===== src/hdl/lprb_pkg.sv =====
// shared constants and codes for the length-prefixed packet ring buffer
package lprb_pkg;

    // default ring storage depth in bytes
    localparam int BUFFER_BYTES_DEF = 4096;

    // field widths of the transfer payloads
    localparam int CMD_W    = 2;
    localparam int BYTE_W   = 8;
    localparam int LEN_W    = 13;
    localparam int STATUS_W = 2;
    localparam int BUSY_W   = 12;
    localparam int FREE_W   = 13;
    localparam int HDR_W    = 32;

    // configuration port
    localparam int APB_ADDR_W = 3;
    localparam int APB_DATA_W = 32;
    localparam int SIZE_W     = 13;
    localparam int SIZE_MIN   = 5;
    localparam int SIZE_RESET = 4096;

    // register indexes (byte address bits above the word offset)
    localparam logic [APB_ADDR_W-3:0] REG_BUFFER_SIZE = 1'b0;

    // header length in bytes
    localparam int HDR_BYTES = 4;

    // commands
    localparam logic [CMD_W-1:0] CMD_PUSH   = 2'd0;
    localparam logic [CMD_W-1:0] CMD_POP    = 2'd1;
    localparam logic [CMD_W-1:0] CMD_PACKET = 2'd2;
    localparam logic [CMD_W-1:0] CMD_STATUS = 2'd3;

    // result status codes
    localparam logic [STATUS_W-1:0] ST_OK      = 2'd0;
    localparam logic [STATUS_W-1:0] ST_BAD_LEN = 2'd1;
    localparam logic [STATUS_W-1:0] ST_NO_ROOM = 2'd2;
    localparam logic [STATUS_W-1:0] ST_DISCARD = 2'd3;

    // open block kinds
    typedef logic [1:0] t_kind;
    localparam t_kind KIND_NONE   = 2'd0;
    localparam t_kind KIND_PUSH   = 2'd1;
    localparam t_kind KIND_POP    = 2'd2;
    localparam t_kind KIND_PACKET = 2'd3;

endpackage


===== src/hdl/lprb_cfg.sv =====
// apb register block holding the ring size
module lprb_cfg #(
    parameter int BUFFER_BYTES = lprb_pkg::BUFFER_BYTES_DEF
) (
    input  logic                                i_clk,
    input  logic                                i_rst_n,
    input  logic                                psel,
    input  logic                                penable,
    input  logic                                pwrite,
    input  logic [lprb_pkg::APB_ADDR_W-1:0]     paddr,
    input  logic [lprb_pkg::APB_DATA_W-1:0]     pwdata,
    output logic [lprb_pkg::APB_DATA_W-1:0]     prdata,
    output logic                                pready,
    output logic [$clog2(BUFFER_BYTES+1)-1:0]   o_ring,
    output logic                                o_clear
);
    localparam int CW = $clog2(BUFFER_BYTES + 1);
    localparam int VW = (CW > lprb_pkg::SIZE_W) ? CW : lprb_pkg::SIZE_W;
    localparam int RING_RESET = (lprb_pkg::SIZE_RESET > BUFFER_BYTES) ?
                                BUFFER_BYTES : lprb_pkg::SIZE_RESET;

    logic [lprb_pkg::SIZE_W-1:0] r_size;
    logic [CW-1:0]               r_ring;
    logic                        w_sel;
    logic                        w_wr;
    logic [lprb_pkg::SIZE_W-1:0] w_wsize;
    logic [VW-1:0]               w_wide;
    logic [VW-1:0]               w_clamped;

    // address decode and write strobe
    assign w_sel   = (paddr[lprb_pkg::APB_ADDR_W-1:2] == lprb_pkg::REG_BUFFER_SIZE);
    assign w_wr    = psel && penable && pwrite && w_sel;
    assign w_wsize = pwdata[lprb_pkg::SIZE_W-1:0];
    assign pready  = 1'b1;
    assign o_clear = w_wr;
    assign o_ring  = r_ring;

    // clamp the written size into the legal ring range
    always_comb begin
        w_wide = VW'(w_wsize);
        if (w_wide < VW'(lprb_pkg::SIZE_MIN)) begin
            w_clamped = VW'(lprb_pkg::SIZE_MIN);
        end else if (w_wide > VW'(BUFFER_BYTES)) begin
            w_clamped = VW'(BUFFER_BYTES);
        end else begin
            w_clamped = w_wide;
        end
    end

    // read back
    assign prdata = w_sel ? lprb_pkg::APB_DATA_W'(r_size) : '0;

    // size register
    always_ff @(posedge i_clk) begin
        if (!i_rst_n) begin
            r_size <= lprb_pkg::SIZE_W'(lprb_pkg::SIZE_RESET);
            r_ring <= CW'(RING_RESET);
        end else if (w_wr) begin
            r_size <= w_wsize;
            r_ring <= w_clamped[CW-1:0];
        end
    end
endmodule


===== config.mk =====
export PLATFORM = sky130hd
export DESIGN_NAME = lprb_cfg
export DESIGN_NICKNAME = d
export VERILOG_FILES = /design/src/hdl/lprb_pkg.sv /design/src/hdl/lprb_cfg.sv
export SDC_FILE = /design/constraint.sdc
export NUM_CORES = 1
export LEC_CHECK = 0
export BUFFER_PORTS_ARGS = -buffer_cell sky130_fd_sc_hd__buf_2
export CAP_MARGIN = 20
export CORE_ASPECT_RATIO = 1.25
export CORE_UTILIZATION = 43
export CTS_BUF_LIST = sky130_fd_sc_hd__clkbuf_8
export DETAILED_ROUTE_END_ITERATION = 8
export GPL_ROUTABILITY_DRIVEN = 1
export GPL_TIMING_DRIVEN = 0
export PLACE_DENSITY = 0.82
export SKIP_LAST_GASP = 1
export SLEW_MARGIN = 25
export SYNTH_ARGS = -nofsm -noshare
export SYNTH_HDL_FRONTEND = slang
export SYNTH_SLANG_ARGS = --single-unit

===== constraint.sdc =====
create_clock -name i_clk -period 1.9 [get_ports i_clk]
set_input_delay 0.57 -clock i_clk [delete_from_list [all_inputs] [get_ports i_clk]]
set_output_delay 0.57 -clock i_clk [all_outputs]
set_load 0.005 [all_outputs]

==> impl_metrics.xml <==
<?xml version="1.0" encoding="UTF-8"?>
<metrics>
  <group name="sta">
    <metric name="final.min_clock_period" unit="ps">1766</metric>
    <metric name="timing.final.max_slew_violations" unit="">0</metric>
    <metric name="setup_violations" unit="">0</metric>
    <metric name="worst_clock_skew" unit="ps">0</metric>
    <metric name="whs" unit="ps">457.4</metric>
    <metric name="rsz0062_at_grt" unit="">false</metric>
    <metric name="max_clock_freq" unit="GHz">0.5661</metric>
    <metric name="share_of_the_clock_period_used_by_the_worst_path_after_layout" unit="%">92.97</metric>
    <metric name="finalHoldViolCount" unit="">0</metric>
  </group>
  <group name="synthesis">
    <metric name="synth-edff-count" unit="">0</metric>
    <metric name="synth_simple_gate_area_share" unit="%">26.85</metric>
    <metric name="synth_area" unit="mm2">0.001333</metric>
    <metric name="ys_top_cells_by_area" unit="">sky130_fd_sc_hd__dfxtp_1 39%, sky130_fd_sc_hd__buf_4 12%, sky130_fd_sc_hd__nand2_1 9.6%, sky130_fd_sc_hd__a21boi_0 7.3%, sky130_fd_sc_hd__nor2b_1 6.1%</metric>
    <metric name="synth_xor_xnor_area_share" unit="%">0</metric>
    <metric name="synth_seq_area_share" unit="%">39.06</metric>
    <metric name="netlist_instances" unit="">156</metric>
    <metric name="post_synth_adder_cell_area" unit="%">0</metric>
    <metric name="synth_top_area_cell" unit="">sky130_fd_sc_hd__dfxtp_1</metric>
    <metric name="synth_top_cell_area_share" unit="%">39.06</metric>
    <metric name="combinational_family_with_the_most_area_after_synthesis" unit="">simple AND/OR/NAND/NOR gates</metric>
    <metric name="synth.distinct_cells" unit="">23</metric>
    <metric name="synth-compound-area-share" unit="%">18.78</metric>
    <metric name="synth.ff_latch_count" unit="">26</metric>
    <metric name="synth-warning-count" unit="">0</metric>
    <metric name="predominant_post_synthesis_flop_cell" unit="">sky130_fd_sc_hd__dfxtp_1</metric>
    <metric name="postSynthAreaPerCell" unit="um2">8.542</metric>
    <metric name="synth.area.mux_share" unit="%">0</metric>
    <metric name="synthArstFlopShare" unit="%">0</metric>
  </group>
  <group name="pwr">
    <metric name="switching_portion_of_total_power" unit="%">23.56</metric>
    <metric name="total_leakage_power" unit="nW">0.8175</metric>
    <metric name="power_frac_clock" unit="%">33.0</metric>
    <metric name="worst_ir_drop_vdd" unit="uV">393.0</metric>
    <metric name="p_int" unit="W">0.0008092</metric>
    <metric name="power_frac_comb" unit="%">14.1</metric>
    <metric name="powerDensity" unit="mW/mm2">614.0</metric>
    <metric name="p_switching" unit="W">0.0002495</metric>
    <metric name="power.total" unit="W">0.001059</metric>
    <metric name="sequentialPowerShare" unit="%">52.9</metric>
  </group>
  <group name="clock_tree">
    <metric name="clkTransAtPathRegs" unit="ps">90</metric>
    <metric name="clock_tree.htree_level_count" unit="">1</metric>
    <metric name="worstSkewPairLatency" unit="ps">260</metric>
    <metric name="cts.path.max_buffers" unit="">2</metric>
    <metric name="cts_made_buffers" unit="">3</metric>
    <metric name="clockRootBuffer" unit="">sky130_fd_sc_hd__clkbuf_8</metric>
    <metric name="cts-hold-fix-buffers" unit="">0</metric>
    <metric name="cts_tree" unit="">built</metric>
    <metric name="numClockSinks" unit="">26</metric>
  </group>
  <group name="drt">
    <metric name="vias_per_cell" unit="">4.643</metric>
    <metric name="drt_iter0_markers" unit="">24</metric>
    <metric name="routed_wire_length_per_instance" unit="um">10.56</metric>
    <metric name="route.final.wire_length" unit="um">2725</metric>
    <metric name="detail-route-antenna-nets" unit="">0</metric>
    <metric name="route.detailed.drc" unit="">0</metric>
    <metric name="dr_total_vias" unit="">1198</metric>
    <metric name="drt_first_pass_iters" unit="">4</metric>
  </group>
  <group name="floorplan">
    <metric name="fp-row-count" unit="">22</metric>
    <metric name="core_area" unit="mm2">0.002945</metric>
    <metric name="die_height" unit="um">64.24</metric>
    <metric name="floorplan.die_area" unit="mm2">0.003327</metric>
    <metric name="initial_utilization" unit="%">45.24</metric>
    <metric name="die_x_extent" unit="um">51.79</metric>
    <metric name="ios" unit="">87</metric>
  </group>
  <group name="min_path">
    <metric name="min-delay-path-class" unit="">reg2reg</metric>
  </group>
  <group name="placed_design">
    <metric name="post_dp_hpwl" unit="um">2179</metric>
    <metric name="gp_routability_congestion" unit="">0.8294</metric>
    <metric name="port_buffers" unit="">44</metric>
  </group>
  <group name="critical_path">
    <metric name="critPathCaptureType" unit="">primary output</metric>
    <metric name="critPathKind" unit="">in2out</metric>
    <metric name="critPathLaunchType" unit="">input pin</metric>
    <metric name="timing.critical_path.required" unit="ps">1330</metric>
    <metric name="worst_ep_arrival_time" unit="ps">1200</metric>
    <metric name="critical_path.max_fanout" unit="">16</metric>
  </group>
  <group name="finish">
    <metric name="area_delta_synth_final" unit="%">29.39</metric>
    <metric name="insertedDiodeCount" unit="">0</metric>
    <metric name="drive_gt1_share" unit="%">35.59</metric>
    <metric name="final_net_count" unit="">263</metric>
  </group>
  <group name="global_route">
    <metric name="grt_overflow_total" unit="">0</metric>
    <metric name="grt_start_max_net_pins" unit="">15</metric>
    <metric name="antenna_found_initial" unit="">0</metric>
    <metric name="global_route.usage.total" unit="%">16.92</metric>
    <metric name="grt_first_pass_wirelength" unit="um">4257</metric>
    <metric name="first_global_vias" unit="">1002</metric>
  </group>
  <group name="outcome">
    <metric name="run_status" unit="">complete, no violations</metric>
  </group>
  <group name="run">
    <metric name="cap_violations" unit="">0</metric>
  </group>
</metrics>
[critical path, cell delays in order]
cell                       delay, ps
sky130_fd_sc_hd__buf_2           130
sky130_fd_sc_hd__nand4b_4        200
sky130_fd_sc_hd__inv_4           160
sky130_fd_sc_hd__buf_2           140
[cells in the final DEF, fill, tap and decap left out, drive strengths merged]
master and n:
inv 2, a31oi 1, nand4 1, clkbuf 10, nor4 3, o41ai 1
a21o 2, dfxtp 26, nand3 10, conb 20, nand4b 1, nor2 1
nor2b 13, o21ai 4, a21boi 13, a21oi 4, buf 67, and4 1
nand2 34, o31ai 8
[through the flow]
stage	util [%]	cells	setup WS, ps	TNS (ps)	cell area, um2
global route	58.54	258	74.43	0	1724
CTS	58.75	259	19.52	0	1730
detailed placement	56.54	254	-167.4	-167.4	1665
global placement	56.54	254	-179.6	-179.6	1665
floorplan	-	174	217.3	0	1400
finish	58.54	258	133.6	0	1724
[power groups by stage]
stage	registers, W	logic (W)	clock network, W
after CTS	0.000560	0.000150	0.000356
after detailed placement	0.000573	0.000148	0
after global placement	0.000572	0.000146	0
after floorplan	0.000573	0.0000917	0
after global routing	0.000561	0.000166	0.000380
final	0.000560	0.000150	0.000349
[cell usage after synthesis, types with 2 or more instances]
library cell and count:
sky130_fd_sc_hd__a21boi_0 13, sky130_fd_sc_hd__a21o_1 2, sky130_fd_sc_hd__a21oi_1 4, sky130_fd_sc_hd__buf_4 21, sky130_fd_sc_hd__clkbuf_1 6, sky130_fd_sc_hd__conb_1 2, sky130_fd_sc_hd__dfxtp_1 26, sky130_fd_sc_hd__inv_1 2
sky130_fd_sc_hd__nand2_1 34, sky130_fd_sc_hd__nand3_1 10, sky130_fd_sc_hd__nor2b_1 13, sky130_fd_sc_hd__nor4_4 2, sky130_fd_sc_hd__o21ai_0 4, sky130_fd_sc_hd__o31ai_1 8
[final timing paths]
path	startpoint	to	slack (ps)	cells after the start
setup / recovery	paddr[2]	o_clear	130	4
hold / removal	o_ring[12]$_SDFFE_PN1P_	o_ring[12]$_SDFFE_PN1P_	460	1
setup reg to reg	o_ring[0]$_SDFFE_PN0P_	o_ring[0]$_SDFFE_PN0P_	1260	2
hold reg to reg	o_ring[12]$_SDFFE_PN1P_	o_ring[12]$_SDFFE_PN1P_	460	1
[per-layer routing]
layer / global-route usage, % / up-vias / share of wire, %
met5: 0 / - / 0
met4: 5.068 / 0 / 0.51
met3: 2.857 / 2 / 5.0
met2: 30.19 / 42 / 49
met1: 20.03 / 531 / 45
li1: - / 623 / -
[cells by family (layout without fill, tap and decap cells)]
kind of cell           Yosys count  after routing
buffers and inverters           31             79
AOI/OAI and AO/OA               33             33
and+or+nand+nor                 64             64
DFF                             26             26
other                            2             20
[final cells by class]
| class | instances | area, um2 |
|---|---|---|
| flip-flops and latches | 26 | 520.5 |
| well taps | 36 | 45.04 |
| repair buffers | 45 | 227.7 |
| clock buffers | 4 | 55.05 |
| multi-input cells | 117 | 683.2 |
| fillers | 291 | 1221 |
| plain buffers | 28 | 182.7 |
| inverters | 2 | 10.01 |
[registers in the layout, indices dropped and copies added (netlist names)]
signal,cells
o_ring,13
r_size,13
[repair_timing]
item                                    CTS  global route
cloned                                    0             0
hold endpoints to repair                  0             0
endpoints found under the setup margin    1            11
setup buffers                             1             0
resized for setup                         2             2
Note: power is estimated with default switching activity, not from simulation.
