===== src/hdl/lprb_pkg.sv =====
// shared constants and codes for the length-prefixed packet ring buffer
package lprb_pkg;

    // default ring storage depth in bytes
    localparam int BUFFER_BYTES_DEF = 4096;

    // field widths of the transfer payloads
    localparam int CMD_W    = 2;
    localparam int BYTE_W   = 8;
    localparam int LEN_W    = 13;
    localparam int STATUS_W = 2;
    localparam int BUSY_W   = 12;
    localparam int FREE_W   = 13;
    localparam int HDR_W    = 32;

    // configuration port
    localparam int APB_ADDR_W = 3;
    localparam int APB_DATA_W = 32;
    localparam int SIZE_W     = 13;
    localparam int SIZE_MIN   = 5;
    localparam int SIZE_RESET = 4096;

    // register indexes (byte address bits above the word offset)
    localparam logic [APB_ADDR_W-3:0] REG_BUFFER_SIZE = 1'b0;

    // header length in bytes
    localparam int HDR_BYTES = 4;

    // commands
    localparam logic [CMD_W-1:0] CMD_PUSH   = 2'd0;
    localparam logic [CMD_W-1:0] CMD_POP    = 2'd1;
    localparam logic [CMD_W-1:0] CMD_PACKET = 2'd2;
    localparam logic [CMD_W-1:0] CMD_STATUS = 2'd3;

    // result status codes
    localparam logic [STATUS_W-1:0] ST_OK      = 2'd0;
    localparam logic [STATUS_W-1:0] ST_BAD_LEN = 2'd1;
    localparam logic [STATUS_W-1:0] ST_NO_ROOM = 2'd2;
    localparam logic [STATUS_W-1:0] ST_DISCARD = 2'd3;

    // open block kinds
    typedef logic [1:0] t_kind;
    localparam t_kind KIND_NONE   = 2'd0;
    localparam t_kind KIND_PUSH   = 2'd1;
    localparam t_kind KIND_POP    = 2'd2;
    localparam t_kind KIND_PACKET = 2'd3;

endpackage


===== src/hdl/lprb_req_if.sv =====
// request channel carrying one byte-level command per transfer
interface lprb_req_if;
    logic                           valid;
    logic                           ready;
    logic [lprb_pkg::CMD_W-1:0]     command;
    logic [lprb_pkg::BYTE_W-1:0]    data_byte;
    logic [lprb_pkg::LEN_W-1:0]     block_length;
    logic                           block_first;

    modport source (
        output valid, command, data_byte, block_length, block_first,
        input  ready
    );
    modport sink (
        input  valid, command, data_byte, block_length, block_first,
        output ready
    );
endinterface


===== src/hdl/lprb_rsp_if.sv =====
// result channel carrying one status and fill report per transfer
interface lprb_rsp_if;
    logic                               valid;
    logic                               ready;
    logic [lprb_pkg::STATUS_W-1:0]      status;
    logic [lprb_pkg::BYTE_W-1:0]        out_byte;
    logic                               last_byte;
    logic [lprb_pkg::BUSY_W-1:0]        busy_count;
    logic [lprb_pkg::FREE_W-1:0]        free_count;
    logic signed [lprb_pkg::HDR_W-1:0]  next_packet_length;
    logic                               packet_ready;

    modport source (
        output valid, status, out_byte, last_byte, busy_count, free_count,
               next_packet_length, packet_ready,
        input  ready
    );
    modport sink (
        input  valid, status, out_byte, last_byte, busy_count, free_count,
               next_packet_length, packet_ready,
        output ready
    );
endinterface


===== src/hdl/lprb_ctrl.sv =====
// command sequencer: pointers, block tracking, header reads and result register
module lprb_ctrl #(
    parameter int BUFFER_BYTES = lprb_pkg::BUFFER_BYTES_DEF
) (
    input  logic                                i_clk,
    input  logic                                i_rst_n,
    lprb_req_if.sink                            i_req,
    lprb_rsp_if.source                          o_rsp,
    input  logic [$clog2(BUFFER_BYTES+1)-1:0]   i_ring,
    input  logic                                i_clear,
    output logic                                o_mem_we,
    output logic [$clog2(BUFFER_BYTES)-1:0]     o_mem_addr,
    output logic [lprb_pkg::BYTE_W-1:0]         o_mem_wdata,
    input  logic [lprb_pkg::BYTE_W-1:0]         i_mem_rdata
);
    localparam int AW = $clog2(BUFFER_BYTES);
    localparam int CW = $clog2(BUFFER_BYTES + 1);
    localparam int VW = (CW > lprb_pkg::LEN_W) ? CW : lprb_pkg::LEN_W;
    localparam int BW = lprb_pkg::BYTE_W;

    // sequencer states
    localparam logic [2:0] S_IDLE = 3'd0;
    localparam logic [2:0] S_H0   = 3'd1;
    localparam logic [2:0] S_H1   = 3'd2;
    localparam logic [2:0] S_H2   = 3'd3;
    localparam logic [2:0] S_H3   = 3'd4;
    localparam logic [2:0] S_FIN  = 3'd5;

    logic [2:0]                     r_state, n_state;
    logic [AW-1:0]                  r_rp, n_rp;
    logic [AW-1:0]                  r_wp, n_wp;
    logic [AW-1:0]                  r_hp, n_hp;
    lprb_pkg::t_kind                r_kind, n_kind;
    logic [CW-1:0]                  r_rem, n_rem;
    logic                           r_rd, n_rd;
    logic [lprb_pkg::HDR_W-1:0]     r_hdr, n_hdr;
    logic [lprb_pkg::STATUS_W-1:0]  r_status, n_status;
    logic                           r_last, n_last;
    logic                           r_pop, n_pop;
    logic [BW-1:0]                  r_obyte, n_obyte;

    // result register
    logic                           r_ovalid, n_ovalid;
    logic [lprb_pkg::STATUS_W-1:0]  r_o_status;
    logic [BW-1:0]                  r_o_byte;
    logic                           r_o_last;
    logic [lprb_pkg::BUSY_W-1:0]    r_o_busy;
    logic [lprb_pkg::FREE_W-1:0]    r_o_free;
    logic [lprb_pkg::HDR_W-1:0]     r_o_hdr;
    logic                           r_o_ready;

    logic                           w_accept;
    logic                           w_load;
    logic [CW-1:0]                  w_busy;
    logic [CW-1:0]                  w_free;
    logic [31:0]                    w_busy32;
    logic [31:0]                    w_free32;
    logic [lprb_pkg::HDR_W-1:0]     w_hdr_new;
    logic [lprb_pkg::HDR_W-1:0]     w_hdr_out;
    logic                           w_pkt_ready;
    logic                           w_do_push;
    logic                           w_do_pop;
    logic [lprb_pkg::STATUS_W-1:0]  w_status;
    lprb_pkg::t_kind                w_kind;
    lprb_pkg::t_kind                w_pop_kind;
    logic [CW-1:0]                  w_rem;
    logic                           w_last;
    logic [VW-1:0]                  w_len;

    // step a pointer around the active ring
    function automatic logic [AW-1:0] advance(input logic [AW-1:0] p,
                                              input logic [CW-1:0] ring);
        logic [CW-1:0] nxt;
        nxt = CW'(p) + CW'(1);
        advance = (nxt >= ring) ? '0 : nxt[AW-1:0];
    endfunction

    // stored byte count and free space
    always_comb begin
        if (r_wp >= r_rp) begin
            w_busy = CW'(r_wp) - CW'(r_rp);
        end else begin
            w_busy = CW'(r_wp) + i_ring - CW'(r_rp);
        end
        w_free   = i_ring - w_busy;
        w_busy32 = 32'(w_busy);
        w_free32 = 32'(w_free);
    end

    assign i_req.ready = (r_state == S_IDLE);
    assign w_accept    = i_req.valid && (r_state == S_IDLE);
    assign w_len       = VW'(i_req.block_length);

    // block checks for the item at the request port
    always_comb begin
        w_status   = lprb_pkg::ST_OK;
        w_kind     = r_kind;
        w_rem      = r_rem;
        w_do_push  = 1'b0;
        w_do_pop   = 1'b0;
        w_last     = 1'b0;
        w_pop_kind = (i_req.command == lprb_pkg::CMD_POP) ?
                     lprb_pkg::KIND_POP : lprb_pkg::KIND_PACKET;
        case (i_req.command)
            lprb_pkg::CMD_PUSH: begin
                if (i_req.block_first) begin
                    w_kind = lprb_pkg::KIND_NONE;
                    w_rem  = '0;
                    if (i_req.block_length == '0) begin
                        w_status = lprb_pkg::ST_BAD_LEN;
                    end else if (VW'(w_free) <= w_len) begin
                        w_status = lprb_pkg::ST_NO_ROOM;
                    end else begin
                        w_kind = lprb_pkg::KIND_PUSH;
                        w_rem  = w_len[CW-1:0];
                    end
                end else if (!(r_kind == lprb_pkg::KIND_PUSH && r_rem != '0)) begin
                    w_status = lprb_pkg::ST_DISCARD;
                end
                if (w_status == lprb_pkg::ST_OK) begin
                    w_do_push = 1'b1;
                    w_rem     = w_rem - CW'(1);
                    if (w_rem == '0) begin
                        w_kind = lprb_pkg::KIND_NONE;
                    end
                end
            end
            lprb_pkg::CMD_POP, lprb_pkg::CMD_PACKET: begin
                if (i_req.block_first) begin
                    w_kind = lprb_pkg::KIND_NONE;
                    w_rem  = '0;
                    if (w_pop_kind == lprb_pkg::KIND_POP) begin
                        if (i_req.block_length == '0) begin
                            w_status = lprb_pkg::ST_BAD_LEN;
                        end else if (VW'(w_busy) < w_len) begin
                            w_status = lprb_pkg::ST_NO_ROOM;
                        end else begin
                            w_kind = lprb_pkg::KIND_POP;
                            w_rem  = w_len[CW-1:0];
                        end
                    end else begin
                        if (w_busy < CW'(lprb_pkg::HDR_BYTES)) begin
                            w_status = lprb_pkg::ST_NO_ROOM;
                        end else if (r_hdr[lprb_pkg::HDR_W-1] || r_hdr == '0) begin
                            w_status = lprb_pkg::ST_BAD_LEN;
                        end else if (w_busy32 < r_hdr) begin
                            w_status = lprb_pkg::ST_NO_ROOM;
                        end else begin
                            w_kind = lprb_pkg::KIND_PACKET;
                            w_rem  = r_hdr[CW-1:0];
                        end
                    end
                end else if (!(r_kind == w_pop_kind && r_rem != '0)) begin
                    w_status = lprb_pkg::ST_DISCARD;
                end
                // an empty ring never pops, even with a block open
                if (w_status == lprb_pkg::ST_OK && w_busy == '0) begin
                    w_status = lprb_pkg::ST_DISCARD;
                    w_kind   = lprb_pkg::KIND_NONE;
                    w_rem    = '0;
                end
                if (w_status == lprb_pkg::ST_OK) begin
                    w_do_pop = 1'b1;
                    w_rem    = w_rem - CW'(1);
                    if (w_rem == '0) begin
                        w_kind = lprb_pkg::KIND_NONE;
                        w_last = 1'b1;
                    end
                end
            end
            default: begin
                w_status = lprb_pkg::ST_OK;
            end
        endcase
    end

    // memory port: the item's own access, then four header reads when a byte moves
    always_comb begin
        o_mem_we    = w_accept && w_do_push;
        o_mem_wdata = i_req.data_byte;
        if (r_state == S_IDLE) begin
            o_mem_addr = w_do_push ? r_wp : r_rp;
        end else begin
            o_mem_addr = r_hp;
        end
    end

    // header after this step and fill report
    always_comb begin
        w_hdr_new   = r_rd ? {i_mem_rdata, r_hdr[23:0]} : r_hdr;
        w_hdr_out   = (w_busy >= CW'(lprb_pkg::HDR_BYTES)) ? w_hdr_new : '0;
        w_pkt_ready = (w_busy >= CW'(lprb_pkg::HDR_BYTES)) &&
                      !w_hdr_new[lprb_pkg::HDR_W-1] && (w_hdr_new != '0) &&
                      (w_hdr_new <= w_busy32);
    end

    assign w_load = (r_state == S_FIN) && (!r_ovalid || o_rsp.ready);

    // sequencer next state
    always_comb begin
        n_state  = r_state;
        n_rp     = r_rp;
        n_wp     = r_wp;
        n_hp     = r_hp;
        n_kind   = r_kind;
        n_rem    = r_rem;
        n_rd     = r_rd;
        n_hdr    = r_hdr;
        n_status = r_status;
        n_last   = r_last;
        n_pop    = r_pop;
        n_obyte  = r_obyte;
        n_ovalid = r_ovalid;
        if (r_ovalid && o_rsp.ready) begin
            n_ovalid = 1'b0;
        end
        case (r_state)
            S_IDLE: begin
                if (w_accept) begin
                    n_kind   = w_kind;
                    n_rem    = w_rem;
                    n_status = w_status;
                    n_last   = w_last;
                    n_pop    = w_do_pop;
                    n_obyte  = '0;
                    n_rd     = w_do_push || w_do_pop;
                    if (w_do_push) begin
                        n_wp = advance(r_wp, i_ring);
                    end
                    if (w_do_pop) begin
                        n_rp = advance(r_rp, i_ring);
                        n_hp = advance(r_rp, i_ring);
                    end else begin
                        n_hp = r_rp;
                    end
                    n_state = (w_do_push || w_do_pop) ? S_H0 : S_FIN;
                end
            end
            S_H0: begin
                if (r_pop) begin
                    n_obyte = i_mem_rdata;
                end
                n_hp    = advance(r_hp, i_ring);
                n_state = S_H1;
            end
            S_H1: begin
                n_hdr[7:0] = i_mem_rdata;
                n_hp       = advance(r_hp, i_ring);
                n_state    = S_H2;
            end
            S_H2: begin
                n_hdr[15:8] = i_mem_rdata;
                n_hp        = advance(r_hp, i_ring);
                n_state     = S_H3;
            end
            S_H3: begin
                n_hdr[23:16] = i_mem_rdata;
                n_state      = S_FIN;
            end
            S_FIN: begin
                if (w_load) begin
                    n_hdr    = w_hdr_new;
                    n_rd     = 1'b0;
                    n_ovalid = 1'b1;
                    n_state  = S_IDLE;
                end
            end
            default: begin
                n_state = S_IDLE;
            end
        endcase
        // a size write empties the ring
        if (i_clear) begin
            n_rp   = '0;
            n_wp   = '0;
            n_kind = lprb_pkg::KIND_NONE;
            n_rem  = '0;
        end
    end

    // control registers
    always_ff @(posedge i_clk) begin
        if (!i_rst_n) begin
            r_state  <= S_IDLE;
            r_rp     <= '0;
            r_wp     <= '0;
            r_kind   <= lprb_pkg::KIND_NONE;
            r_rem    <= '0;
            r_rd     <= 1'b0;
            r_ovalid <= 1'b0;
        end else begin
            r_state  <= n_state;
            r_rp     <= n_rp;
            r_wp     <= n_wp;
            r_kind   <= n_kind;
            r_rem    <= n_rem;
            r_rd     <= n_rd;
            r_ovalid <= n_ovalid;
        end
    end

    // payload registers
    always_ff @(posedge i_clk) begin
        r_hp     <= n_hp;
        r_hdr    <= n_hdr;
        r_status <= n_status;
        r_last   <= n_last;
        r_pop    <= n_pop;
        r_obyte  <= n_obyte;
        if (w_load) begin
            r_o_status <= r_status;
            r_o_byte   <= r_obyte;
            r_o_last   <= r_last;
            r_o_busy   <= w_busy32[lprb_pkg::BUSY_W-1:0];
            r_o_free   <= w_free32[lprb_pkg::FREE_W-1:0];
            r_o_hdr    <= w_hdr_out;
            r_o_ready  <= w_pkt_ready;
        end
    end

    // result transfer
    assign o_rsp.valid              = r_ovalid;
    assign o_rsp.status             = r_o_status;
    assign o_rsp.out_byte           = r_o_byte;
    assign o_rsp.last_byte          = r_o_last;
    assign o_rsp.busy_count         = r_o_busy;
    assign o_rsp.free_count         = r_o_free;
    assign o_rsp.next_packet_length = $signed(r_o_hdr);
    assign o_rsp.packet_ready       = r_o_ready;
endmodule


===== src/flat_wrapper.sv =====
// flat-port wrapper written by rule: the top's interface ports become plain ports
module lprb_ctrl_flat 
#(
    parameter int BUFFER_BYTES = lprb_pkg::BUFFER_BYTES_DEF
)
  (i_clk, i_rst_n, i_ring, i_clear, o_mem_we, o_mem_addr, o_mem_wdata, i_mem_rdata, i_req_valid, i_req_command, i_req_data_byte, i_req_block_length, i_req_block_first, i_req_ready, o_rsp_valid, o_rsp_status, o_rsp_out_byte, o_rsp_last_byte, o_rsp_busy_count, o_rsp_free_count, o_rsp_next_packet_length, o_rsp_packet_ready, o_rsp_ready);
  lprb_req_if i_req_i ();
  lprb_rsp_if o_rsp_i ();
  input  logic i_clk;
  input  logic i_rst_n;
  input  logic [$clog2(BUFFER_BYTES+1)-1:0] i_ring;
  input  logic i_clear;
  output logic o_mem_we;
  output logic [$clog2(BUFFER_BYTES)-1:0] o_mem_addr;
  output logic [lprb_pkg::BYTE_W-1:0] o_mem_wdata;
  input  logic [lprb_pkg::BYTE_W-1:0] i_mem_rdata;
  input wire logic [$bits(i_req_i.valid)-1:0] i_req_valid;
  input wire logic [$bits(i_req_i.command)-1:0] i_req_command;
  input wire logic [$bits(i_req_i.data_byte)-1:0] i_req_data_byte;
  input wire logic [$bits(i_req_i.block_length)-1:0] i_req_block_length;
  input wire logic [$bits(i_req_i.block_first)-1:0] i_req_block_first;
  output wire logic [$bits(i_req_i.ready)-1:0] i_req_ready;
  output wire logic [$bits(o_rsp_i.valid)-1:0] o_rsp_valid;
  output wire logic [$bits(o_rsp_i.status)-1:0] o_rsp_status;
  output wire logic [$bits(o_rsp_i.out_byte)-1:0] o_rsp_out_byte;
  output wire logic [$bits(o_rsp_i.last_byte)-1:0] o_rsp_last_byte;
  output wire logic [$bits(o_rsp_i.busy_count)-1:0] o_rsp_busy_count;
  output wire logic [$bits(o_rsp_i.free_count)-1:0] o_rsp_free_count;
  output wire logic [$bits(o_rsp_i.next_packet_length)-1:0] o_rsp_next_packet_length;
  output wire logic [$bits(o_rsp_i.packet_ready)-1:0] o_rsp_packet_ready;
  input wire logic [$bits(o_rsp_i.ready)-1:0] o_rsp_ready;
  assign i_req_i.valid = i_req_valid;
  assign i_req_i.command = i_req_command;
  assign i_req_i.data_byte = i_req_data_byte;
  assign i_req_i.block_length = i_req_block_length;
  assign i_req_i.block_first = i_req_block_first;
  assign i_req_ready = i_req_i.ready;
  assign o_rsp_valid = o_rsp_i.valid;
  assign o_rsp_status = o_rsp_i.status;
  assign o_rsp_out_byte = o_rsp_i.out_byte;
  assign o_rsp_last_byte = o_rsp_i.last_byte;
  assign o_rsp_busy_count = o_rsp_i.busy_count;
  assign o_rsp_free_count = o_rsp_i.free_count;
  assign o_rsp_next_packet_length = o_rsp_i.next_packet_length;
  assign o_rsp_packet_ready = o_rsp_i.packet_ready;
  assign o_rsp_i.ready = o_rsp_ready;
  lprb_ctrl #(.BUFFER_BYTES(BUFFER_BYTES)) u_core (.i_clk(i_clk), .i_rst_n(i_rst_n), .i_req(i_req_i), .o_rsp(o_rsp_i), .i_ring(i_ring), .i_clear(i_clear), .o_mem_we(o_mem_we), .o_mem_addr(o_mem_addr), .o_mem_wdata(o_mem_wdata), .i_mem_rdata(i_mem_rdata));
endmodule

===== config.mk =====
export PLATFORM = sky130hd
export DESIGN_NAME = lprb_ctrl_flat
export DESIGN_NICKNAME = d
export VERILOG_FILES = /design/src/hdl/lprb_pkg.sv /design/src/hdl/lprb_req_if.sv /design/src/hdl/lprb_rsp_if.sv /design/src/hdl/lprb_ctrl.sv /design/src/flat_wrapper.sv
export SDC_FILE = /design/constraint.sdc
export NUM_CORES = 1
export LEC_CHECK = 0
export ABC_AREA = 0
export BUFFER_PORTS_ARGS = -buffer_cell sky130_fd_sc_hd__buf_4
export CORE_ASPECT_RATIO = 1.1
export CORE_MARGIN = 2
export CORE_UTILIZATION = 25
export CTS_BUF_LIST = sky130_fd_sc_hd__clkbuf_8 sky130_fd_sc_hd__clkbuf_16
export DETAILED_ROUTE_END_ITERATION = 8
export MAX_ROUTING_LAYER = met4
export PLACE_DENSITY_LB_ADDON = 0.08
export SYNTH_ARGS = -nofsm -noshare
export SYNTH_HDL_FRONTEND = slang
export SYNTH_SLANG_ARGS = --single-unit

===== constraint.sdc =====
create_clock -name i_clk -period 16.3 [get_ports i_clk]
set_clock_uncertainty 0.2 [all_clocks]
set_input_delay 0.815 -clock i_clk [delete_from_list [all_inputs] [get_ports i_clk]]
set_output_delay 0.815 -clock i_clk [all_outputs]
set_load 0.02 [all_outputs]

==> run metrics <==
fin. max-slew vios=0; Initial Utilization=between 20% and 30%; Hold EP=u_core.o_rsp.last_byte; Startpoint Class=flop; Placed Instance Area=between 15000 and 20000 um2; Reg2Reg Launch Point=u_core.r_wp[0]; critical path fanouts, max=13; fill count=a little over 6000; syn nets=between 1500 and 2000; R2R depth=35; syn_area_per_cell=around 8.6 um2; min-delay worst type=flop to flop; post_cts resized=0; share of the yosys chip area belonging to registers=about a third; CP max stage cell=o21ai_0; TritonRoute pass-1 iters=5; largest net degree at the start of global routing=66; Final setup viols=0; worst r2r dst=u_core.r_kind[0]; Post-CTS Setup Bufs=0; die area=between 50000 and 60000 um2; register area=4630 um2; HP Start=u_core.r_last; H-Tree Depth=4; VDD IR max=between 50 and 60 uV; Hold Buf Count CTS=0; Post-Synthesis Cells=1677; total wire length=between 60000 and 70000 um; GR Util All Layers=21.8%; Synth cell types=between 80 and 90; setup TNS=0 ns; Worst-Margin Slew=about 1.2 ns; min Tclk post-route=between 10 and 15 ns; design area=approximately 17000 um2; vias in the first global route=approximately 13000; WP data arrival=9.52 ns; post-DR wirelength/cell=around 25 um; Clock Tree Root=clkbuf_16; drt drc=0; Main synth FF type=edfxtp_1; CTS tree=built; Via Count=roughly 13000; nets=about 2000; Clock Pin Slew Worst Setup and Hold Paths=around 0.09 ns; Setup CP Type=flop to primary output; EDFF count, synth=~130; Final GP Congestion=roughly 0.93; clk sink count=169; Detail Placement HPWL=roughly 50000 um; Iteration-0 DRC Markers=1055; hold depth=0; first-pass GRT wire length=roughly 91000 um; ANT nets after route=0; FP Rows=92; unrepaired setup endpoints after global routing=no; power per standard cell area=80.1 nW/um2; asr flop ratio synth=0%; Chip Width=between 200 and 250 um; CP endpoint kind=primary output; Max-Cap Viols=0; Antenna Diode Count=0; core area=roughly 57000 um2; FF+latch count, synth=approximately 170; fmax=94.9 MHz; Die H=about 260 um; area occupied by multi-input gates=around 8900 um2; slowest stage delay, CP=just over 0.9 ns; Area growth syn-to-layout=16.5%; reg2reg setup slack=between 6 and 7 ns; ratio of cells with drive above 1 in the final layout=between 10% and 20%; Slew HR=between 20% and 30%; CTS max path bufs=2; period utilisation layout=64.6%; total gr overflow=0; leakage=a little under 7 nW; initial antenna violation count=0; final hold violations=0; Worst-Skew Late Latency=about 0.5 ns; outcome=finished, final reports clean; synth warn=0; synthesized area=between 10000 and 15000 um2; Buffers on Ports=125; Via-to-Cell Ratio=about 5.3; Num CTS Buffers=17; I/O Pins=around 140; Critical Path RT=around 15 ns
-- final cells by class --
cell class                 count  area share, %
multi-input combinational   1285           53.0
sequential                   169           27.7
timing repair buffer         143           6.42
tap                          752           5.63
inverter                     153           3.44
clock buffer                  17           2.55
clock inverter                15           1.25
-- where the power goes --
part           total [mW]  switching (mW)  internal (mW)  leakage, nW
Sequential          0.525          0.0260          0.499         1.52
Combinational       0.355           0.229          0.125         4.93
Clock               0.460           0.243          0.216        0.308
-- per-stage QoR --
step	power, mW	hold WS (ns)	utilization, %	std cells	setup WS (ns)
global route	1.40	0.230	29.3	2534	5.38
CTS	1.36	0.223	29.3	2534	5.67
global placement	0.890	0.205	28.2	2502	5.83
detailed placement	0.890	0.206	28.2	2502	5.93
finish	1.34	0.222	29.3	2534	5.77
floorplan	0.746	0.200	-	1677	8.41
-- metal layers --
layer	wire length, um	global-route usage (%)	vias to the layer above
met2	31700	37.9	390
met5	0	-	-
met3	2100	2.51	113
met4	2760	9.84	0
met1	25900	25.3	6526
li1	-	-	6304
-- state kept, by name, indices dropped and copies added (netlist names), 2 cells and up --
signal and count:
u_core.r_kind 2, u_core.o_rsp.status 2, u_core.o_rsp.busy_count 12, u_core.r_obyte 8, u_core.r_state 3, u_core.o_rsp.next_packet_length 32, u_core.r_rem 13, u_core.r_hdr 32
u_core.o_rsp.out_byte 8, u_core.o_rsp.free_count 13, u_core.r_hp 12, u_core.r_wp 12, u_core.r_status 2, u_core.r_rp 12
-- cell usage in the layout, fill, tap and decap left out, types with 57 or more instances in the layout --
cell / count
inv_1: 151
o21ai_0: 68
ha_1: 134
buf_4: 143
nand3_1: 57
xnor2_1: 60
nor2_1: 152
edfxtp_1: 125
nor3_1: 57
a21oi_1: 129
nand2_1: 114
-- cells by family (layout without fill, tap and decap cells) --
| family | Yosys count | after routing | synth area share, % |
|---|---|---|---|
| AOI/OAI and AO/OA | 440 | 440 | 20.3 |
| muxes | 29 | 29 | 2.05 |
| adders and majority gates | 149 | 149 | 13.7 |
| buffers and inverters | 223 | 328 | 6.11 |
| and+or+nand+nor | 591 | 591 | 20.8 |
| DFF | 169 | 169 | 32.3 |
| xor gates and xnor gates | 76 | 76 | 4.64 |
-- worst max-delay path: cells and delay by family, from the launching register on --
| family | cells | cell delay, ns |
|---|---|---|
| muxes | 1 | 0.48 |
| xor gates and xnor gates | 1 | 0.18 |
| adders and majority gates | 5 | 1.77 |
| DFF | 1 | 0.50 |
| AOI/OAI and AO/OA | 11 | 3.03 |
| and+or+nand+nor | 6 | 1.97 |
| buffers and inverters | 6 | 1.06 |
-- worst max path at each step --
stage	startpoint	endpoint	slack [ns]	cells past startpoint
3_3_place_gp	i_ring[1]	o_mem_addr[2]	5.83	28
6_report	u_core.r_wp[0]	o_mem_addr[2]	5.77	30
4_1_cts	u_core.r_wp[0]	o_mem_addr[2]	5.67	30
3_5_place_dp	i_ring[1]	o_mem_addr[2]	5.93	28
5_1_grt	u_core.r_wp[0]	o_mem_addr[3]	5.38	30
2_1_floorplan	i_ring[1]	o_mem_addr[10]	8.41	29
-- Yosys cell counts, types with 29 or more instances --
cell type	number	area share, %
nor2_1	153	4.0
inv_1	151	4.0
ha_1	134	12
a21oi_1	129	4.5
edfxtp_1	125	26
nand2_1	114	3.0
o21ai_0	69	2.4
xnor2_1	60	3.7
nor3_1	58	2.0
nand3_1	57	2.0
clkbuf_1	52	1.4
dfxtp_1	44	6.1
nor2b_1	44	1.9
a21o_1	29	1.5
No activity file was read; power rests on OpenSTA's default activity.
